<file path="src/rtl/tcw_pkg.sv">
// ----------------------------------------------------------------------------
// tcw_pkg
// Shared types, screen geometry and character codes of the text console writer.
// ----------------------------------------------------------------------------
`default_nettype none

package tcw_pkg;

	// screen geometry
	localparam int SCREEN_ROWS    = 25;
	localparam int SCREEN_COLUMNS = 80;
	localparam int SCREEN_CELLS   = SCREEN_ROWS * SCREEN_COLUMNS;
	localparam int ADDR_W         = $clog2(SCREEN_CELLS);

	// field widths of the command and result beats
	localparam int ROW_W  = 5;
	localparam int COL_W  = 7;
	localparam int CHAR_W = 8;
	localparam int CELL_W = 16;

	// cursor and address limits
	localparam logic [ROW_W-1:0]  LAST_ROW    = ROW_W'(SCREEN_ROWS - 1);
	localparam logic [ROW_W-1:0]  PENDING_ROW = ROW_W'(SCREEN_ROWS);
	localparam logic [COL_W-1:0]  LAST_COL    = COL_W'(SCREEN_COLUMNS - 1);
	localparam logic [ADDR_W-1:0] ROW_STRIDE  = ADDR_W'(SCREEN_COLUMNS);
	localparam logic [ADDR_W-1:0] COPY_END    = ADDR_W'((SCREEN_ROWS - 1) * SCREEN_COLUMNS);
	localparam logic [ADDR_W-1:0] LAST_CELL   = ADDR_W'(SCREEN_CELLS - 1);

	// character codes and cell values
	localparam logic [CHAR_W-1:0] NEWLINE_CHAR = 8'd10;
	localparam logic [CHAR_W-1:0] SPACE_CHAR   = 8'd32;
	localparam logic [CELL_W-1:0] BLANK_CELL   = 16'h0720;
	localparam logic [7:0]        COLOR_RESET  = 8'd7;

	// operation codes
	localparam logic OP_WRITE = 1'b0;
	localparam logic OP_READ  = 1'b1;

	typedef struct packed {
		logic              operation;
		logic [CHAR_W-1:0] character;
		logic [ROW_W-1:0]  read_row;
		logic [COL_W-1:0]  read_column;
	} cmd_t;

	typedef struct packed {
		logic [CELL_W-1:0] cell_entry;
		logic [ROW_W-1:0]  cursor_row_out;
		logic [COL_W-1:0]  cursor_column_out;
		logic              did_scroll;
	} rsp_t;

	// screen memory access from the sequencer
	typedef struct packed {
		logic              we;
		logic [ADDR_W-1:0] waddr;
		logic [CELL_W-1:0] wdata;
		logic [ADDR_W-1:0] raddr;
	} ram_req_t;

	typedef enum logic [2:0] {
		ST_CLEAR,
		ST_IDLE,
		ST_COPY,
		ST_FILL,
		ST_WRITE,
		ST_READ
	} state_t;

endpackage

`default_nettype wire

</file>
<file path="src/rtl/tcw_ctrl.sv">
// ----------------------------------------------------------------------------
// tcw_ctrl
// Sequencer: clear pass, scroll walk, cell write and cell read, with cursor.
// ----------------------------------------------------------------------------
`default_nettype none

module tcw_ctrl (
	input  wire logic                      clk,
	input  wire logic                      arst_n,
	input  wire logic                      start,
	input  wire tcw_pkg::cmd_t             command,
	input  wire logic [7:0]                color,
	input  wire logic [tcw_pkg::CELL_W-1:0] rdata,
	output tcw_pkg::ram_req_t              ram_req,
	output logic                           busy,
	output logic                           done,
	output tcw_pkg::rsp_t                  result
);

	tcw_pkg::state_t                 state_q, state_d;
	logic [tcw_pkg::ADDR_W-1:0]      ptr_q;
	logic [tcw_pkg::ROW_W-1:0]       row_q;
	logic [tcw_pkg::COL_W-1:0]       col_q;
	logic                            scrolled_q;
	logic                            done_q;
	tcw_pkg::cmd_t                   cmd_q;
	tcw_pkg::rsp_t                   result_q;

	logic                            accept;
	logic                            read_in_range;
	logic [tcw_pkg::ROW_W-1:0]       unit_row;
	logic [tcw_pkg::COL_W-1:0]       unit_col;
	logic [tcw_pkg::ADDR_W-1:0]      cell_addr;
	logic [tcw_pkg::ROW_W-1:0]       next_row;
	logic [tcw_pkg::COL_W-1:0]       next_col;

	assign accept = start && (state_q == tcw_pkg::ST_IDLE);
	assign read_in_range = (command.read_row < tcw_pkg::PENDING_ROW) &&
		(command.read_column <= tcw_pkg::LAST_COL);

	// shared address unit: row * columns + column
	always_comb begin
		if (state_q == tcw_pkg::ST_IDLE) begin
			unit_row = command.read_row;
			unit_col = command.read_column;
		end else begin
			unit_row = row_q;
			unit_col = col_q;
		end
		cell_addr = tcw_pkg::ADDR_W'(unit_row) * tcw_pkg::ROW_STRIDE +
			tcw_pkg::ADDR_W'(unit_col);
	end

	// cursor after a character write
	always_comb begin
		if (cmd_q.character == tcw_pkg::NEWLINE_CHAR || col_q == tcw_pkg::LAST_COL) begin
			next_row = row_q + 1'b1;
			next_col = '0;
		end else begin
			next_row = row_q;
			next_col = col_q + 1'b1;
		end
	end

	// next state
	always_comb begin
		state_d = state_q;
		unique case (state_q)
			tcw_pkg::ST_CLEAR: begin
				if (ptr_q == tcw_pkg::LAST_CELL) state_d = tcw_pkg::ST_IDLE;
			end
			tcw_pkg::ST_IDLE: begin
				if (start) begin
					if (command.operation == tcw_pkg::OP_READ) begin
						if (read_in_range) state_d = tcw_pkg::ST_READ;
					end else if (row_q == tcw_pkg::PENDING_ROW) begin
						state_d = tcw_pkg::ST_COPY;
					end else begin
						state_d = tcw_pkg::ST_WRITE;
					end
				end
			end
			tcw_pkg::ST_COPY: begin
				if (ptr_q == tcw_pkg::COPY_END) state_d = tcw_pkg::ST_FILL;
			end
			tcw_pkg::ST_FILL: begin
				if (ptr_q == tcw_pkg::LAST_CELL) state_d = tcw_pkg::ST_WRITE;
			end
			tcw_pkg::ST_WRITE: state_d = tcw_pkg::ST_IDLE;
			tcw_pkg::ST_READ:  state_d = tcw_pkg::ST_IDLE;
			default:           state_d = tcw_pkg::ST_CLEAR;
		endcase
	end

	// memory port control
	always_comb begin
		ram_req.we    = 1'b0;
		ram_req.waddr = ptr_q;
		ram_req.wdata = tcw_pkg::BLANK_CELL;
		ram_req.raddr = ptr_q + tcw_pkg::ROW_STRIDE;
		unique case (state_q)
			tcw_pkg::ST_CLEAR: begin
				ram_req.we = 1'b1;
			end
			tcw_pkg::ST_IDLE: begin
				ram_req.raddr = cell_addr;
			end
			tcw_pkg::ST_COPY: begin
				// read one row ahead, write the cell fetched last cycle
				ram_req.we    = (ptr_q != '0);
				ram_req.waddr = ptr_q - 1'b1;
				ram_req.wdata = rdata;
			end
			tcw_pkg::ST_FILL: begin
				ram_req.we    = 1'b1;
				ram_req.wdata = {color, tcw_pkg::SPACE_CHAR};
			end
			tcw_pkg::ST_WRITE: begin
				ram_req.we    = (cmd_q.character != tcw_pkg::NEWLINE_CHAR);
				ram_req.waddr = cell_addr;
				ram_req.wdata = {color, cmd_q.character};
			end
			tcw_pkg::ST_READ: begin
				ram_req.raddr = cell_addr;
			end
			default: begin
				ram_req.we = 1'b0;
			end
		endcase
	end

	// control state
	always_ff @(posedge clk or negedge arst_n) begin
		if (!arst_n) begin
			state_q    <= tcw_pkg::ST_CLEAR;
			ptr_q      <= '0;
			row_q      <= '0;
			col_q      <= '0;
			scrolled_q <= 1'b0;
			done_q     <= 1'b0;
		end else begin
			state_q <= state_d;
			unique case (state_q)
				tcw_pkg::ST_CLEAR: begin
					ptr_q  <= ptr_q + 1'b1;
					done_q <= 1'b0;
				end
				tcw_pkg::ST_IDLE: begin
					ptr_q      <= '0;
					scrolled_q <= 1'b0;
					done_q     <= accept && command.operation == tcw_pkg::OP_READ &&
						!read_in_range;
				end
				tcw_pkg::ST_COPY: begin
					if (ptr_q != tcw_pkg::COPY_END) ptr_q <= ptr_q + 1'b1;
					done_q <= 1'b0;
				end
				tcw_pkg::ST_FILL: begin
					ptr_q  <= ptr_q + 1'b1;
					done_q <= 1'b0;
					if (ptr_q == tcw_pkg::LAST_CELL) begin
						row_q      <= tcw_pkg::LAST_ROW;
						scrolled_q <= 1'b1;
					end
				end
				tcw_pkg::ST_WRITE: begin
					row_q  <= next_row;
					col_q  <= next_col;
					done_q <= 1'b1;
				end
				tcw_pkg::ST_READ: begin
					done_q <= 1'b1;
				end
				default: begin
					ptr_q  <= '0;
					done_q <= 1'b0;
				end
			endcase
		end
	end

	// command capture and result beat
	always_ff @(posedge clk) begin
		if (accept) begin
			cmd_q <= command;
			result_q.cell_entry        <= '0;
			result_q.cursor_row_out    <= row_q;
			result_q.cursor_column_out <= col_q;
			result_q.did_scroll        <= 1'b0;
		end
		if (state_q == tcw_pkg::ST_WRITE) begin
			result_q.cell_entry        <= '0;
			result_q.cursor_row_out    <= next_row;
			result_q.cursor_column_out <= next_col;
			result_q.did_scroll        <= scrolled_q;
		end
		if (state_q == tcw_pkg::ST_READ) begin
			result_q.cell_entry        <= rdata;
			result_q.cursor_row_out    <= row_q;
			result_q.cursor_column_out <= col_q;
			result_q.did_scroll        <= 1'b0;
		end
	end

	assign busy   = (state_q != tcw_pkg::ST_IDLE);
	assign done   = done_q;
	assign result = result_q;

endmodule

`default_nettype wire

</file>
<file path="config.mk">
export PLATFORM = sky130hd
export DESIGN_NAME = tcw_ctrl
export DESIGN_NICKNAME = d
export VERILOG_FILES = /design/src/rtl/tcw_pkg.sv /design/src/rtl/tcw_ctrl.sv
export SDC_FILE = /design/constraint.sdc
export NUM_CORES = 1
export LEC_CHECK = 0
export BUFFER_PORTS_ARGS = -buffer_cell sky130_fd_sc_hd__buf_4
export CORE_UTILIZATION = 50
export DETAILED_ROUTE_END_ITERATION = 16
export GPL_TIMING_DRIVEN = 0
export PLACE_DENSITY = 0.85
export SLEW_MARGIN = 0
export SYNTH_ARGS = -nofsm -noshare
export SYNTH_HDL_FRONTEND = slang
export SYNTH_SLANG_ARGS = --single-unit
</file>
<file path="constraint.sdc">
create_clock -name clk -period 6.46 [get_ports clk]
set_input_delay 1.615 -clock clk [delete_from_list [all_inputs] [get_ports clk]]
set_output_delay 1.615 -clock clk [all_outputs]
set_load 0.02 [all_outputs]
</file>
==> flow_metrics.tcl <==
set metrics [dict create \
    hpwl_mm 9.34 \
    fin_setup_tns_ps 0 \
    regToRegEndpoint "result[24]" \
    area_growth_syn_to_layout_pct 28.6 \
    synth.area.top_cells "edfxtp_1 25%, dfrtp_1 16%, ha_1 4.9%" \
    vias 4229 \
    ir_drop_mv 0.0966 \
    worstHoldPathCells 2 \
    syn_inst 477 \
    detail-route-antenna-nets 0 \
    core_um2 8260 \
    cts.htree.levels 3 \
    slew_viol_final 0 \
    post-route-drc-count 0 \
    final_net_count 672 \
    gp_congestion 0.951 \
    leakage_nw 2.45 \
    cts_buffer_depth 2 \
    grt_use_total 0.278 \
    rsz0062_at_grt "no" \
    synth_common_cells "48 x nand2_1, 45 x nor2_1, 36 x edfxtp_1, 30 x o21ai_1" \
    required_ps 4850 \
    min_to "result[0]" \
    end_kind "output pin" \
    netlist_area_um2 4300 \
    yosysUniqueCellTypes 61 \
    crit_arrival_ps 4460 \
    io_pins 118 \
    final.fill_count 662 \
    viasPerCell 5.91 \
    drt_first_iter_violations 397 \
    yosys.area.top_type_share 0.251 \
    die_x_um 94.8 \
    syn_avg_cell_area_um2 9.02 \
    synth_mux_area_frac 0.0512 \
    hold_class "flip-flop to flip-flop" \
    path_class "flip-flop to output pin" \
    final_util 0.670 \
    yosysWarnings 0 \
    cts_made_buffers 9 \
    drive_gt1_frac 0.262 \
    fin_skew_ps 11.3 \
    antenna_found_initial 0 \
    grt_first_pass_wirelength_mm 18.8 \
    initial_core_util 0.521 \
    yosysMostFrequentCell "nand2_1" \
    min_from "result[0]" \
    finalSetupViolCount 0 \
    drv_cap 0 \
    rows 33 \
    cts_setup_buffers 0 \
    overflow 0 \
    synthAdderAreaFrac 0.0588 \
    grt_pass1_vias 3917 \
    min_period_ps 6080 \
    cts_tree "built" \
    path_max_fanout 10 \
    status "finished clean" \
    die_h_um 94.8 \
    ys.flop_type "edfxtp_1" \
    dieArea_um2 8980 \
    numClockSinks 65 \
    final-hold-violation-count 0 \
    first_pass_iters 5 \
    n_antenna_cell 0 \
    wire_per_inst_um 17.3 \
    worstSkewPairLatency_ps 360 \
    synthXorXnorAreaFrac 0.0366 \
    synth-edff-count 36 \
    root_buffer "clkbuf_8" \
    async_flop_share 0.431 \
    power.density_nw_per_um2 157 \
    ff2ff_path_depth 6 \
    r2r-start "state_q[1]" \
    synth-seq-cells 65 \
    grt_max_degree 29 \
    syn_nets 544 \
    seq_area_frac_synth 0.419 \
    fmax_mhz 164 \
    synth_top_family_by_area "simple AND/OR/NAND/NOR gates" \
    drt_wl_total_mm 12.4 \
    worstMarginPinSlew_ps 1150 \
    clk_pin_slew_ps 80 \
    synth_compound_area_frac 0.191 \
    finalCritPeriodShare 0.941 \
    startpoint_type "flip-flop" \
    post-synth-top-area-cell "edfxtp_1" \
    io_buffer_count 117 \
    r2r_setup_slack_ps 3690 \
    yosys.area_share.simple 0.197 \
    relSlewSlack 0.234 \
]
[layout make-up]
type	instances	area, um^2	area share
Tap cell	105	131	0.0238
Clock buffer	9	124	0.0224
Timing Repair Buffer	117	878	0.159
Buffer	31	130	0.0235
Inverter	20	75.1	0.0136
Multi-Input combinational cell	361	2300	0.415
Sequential cell	65	1800	0.326
Clock inverter	7	93.8	0.0170
[worst max-delay path by stage]
| stage | from | to | slack (ps) | cells past startpoint |
|---|---|---|---|---|
| final | state_q[1] | ram_req[10] | 380 | 16 |
| after CTS | state_q[1] | ram_req[37] | 270 | 16 |
| after detailed placement | command[10] | ram_req[37] | 470 | 13 |
| after global placement | command[10] | ram_req[10] | 570 | 13 |
| after global routing | state_q[1] | ram_req[10] | 140 | 16 |
| after floorplan | command[10] | ram_req[10] | 770 | 11 |
[layer usage]
layer,global-route usage,share of wire
met1,0.355,0.40
met2,0.470,0.49
met3,0.0556,0.091
met4,0.0922,0.017
met5,0,0
[state kept, by name (all words and copies together) (netlist names)]
| signal | cells |
|---|---|
| result | 29 |
| state_q | 3 |
| done | 1 |
| ptr_q | 11 |
| cmd_q | 8 |
| row_q | 5 |
| col_q | 7 |
| scrolled_q | 1 |
[critical path: stages, from the launching register on]
cell      delay, ps
dfrtp_1         440
nand2b_1        160
clkbuf_1        230
nor2_1          240
clkbuf_2        270
mux2_2          390
ha_1            300
ha_1            220
inv_1            80
fa_1            440
nand2b_1        180
a21oi_1         280
nor3_1           80
o32ai_1         340
xnor2_1         180
a21oi_1         100
buf_4           180
[timing repair]
item	CTS	global route
gates resized for setup	0	2
hold buffers	0	0
setup endpoints to repair	0	1
[cell usage in the layout, fill, tap and decap left out, types with 13 or more instances in the layout]
master,netlist,routed
a21oi_1,22,22
and3_1,23,23
buf_4,0,117
clkbuf_1,25,24
dfrtp_1,28,28
edfxtp_1,36,36
ha_1,17,17
inv_1,17,17
mux2i_1,13,13
nand2_1,48,48
nand3_1,15,15
nor2_1,45,45
o21ai_0,28,28
o21ai_1,30,30
[cell families (layout without fill, tap and decap cells)]
| logic type | after synthesis | in the layout |
|---|---|---|
| compound gates | 132 | 132 |
| xor+xnor | 18 | 18 |
| fa+ha+maj | 19 | 19 |
| buf+inv | 51 | 184 |
| flops | 65 | 65 |
| mux | 21 | 21 |
| simple gates | 171 | 171 |
[power by group]
part | leakage [nW] | switching [mW] | internal (mW) | total, mW
clock | 0.107 | 0.175 | 0.217 | 0.392
combinational | 1.70 | 0.0178 | 0.0237 | 0.0415
sequential | 0.639 | 0 | 0.435 | 0.435
total | 2.45 | 0.193 | 0.676 | 0.868
[metrics by stage]
step / instances / instance area [um^2] / power, mW / hold WS, ps / setup WS (ps)
after floorplan: 477 / 4300 / 0.452 / 463 / 765
after global placement: 699 / 5310 / 0.484 / 481 / 566
after detailed placement: 699 / 5310 / 0.485 / 496 / 467
after CTS: 715 / 5530 / 0.865 / 509 / 266
after global routing: 715 / 5530 / 0.890 / 523 / 140
final: 715 / 5530 / 0.868 / 512 / 381
Power figures use the tool's default switching activity.
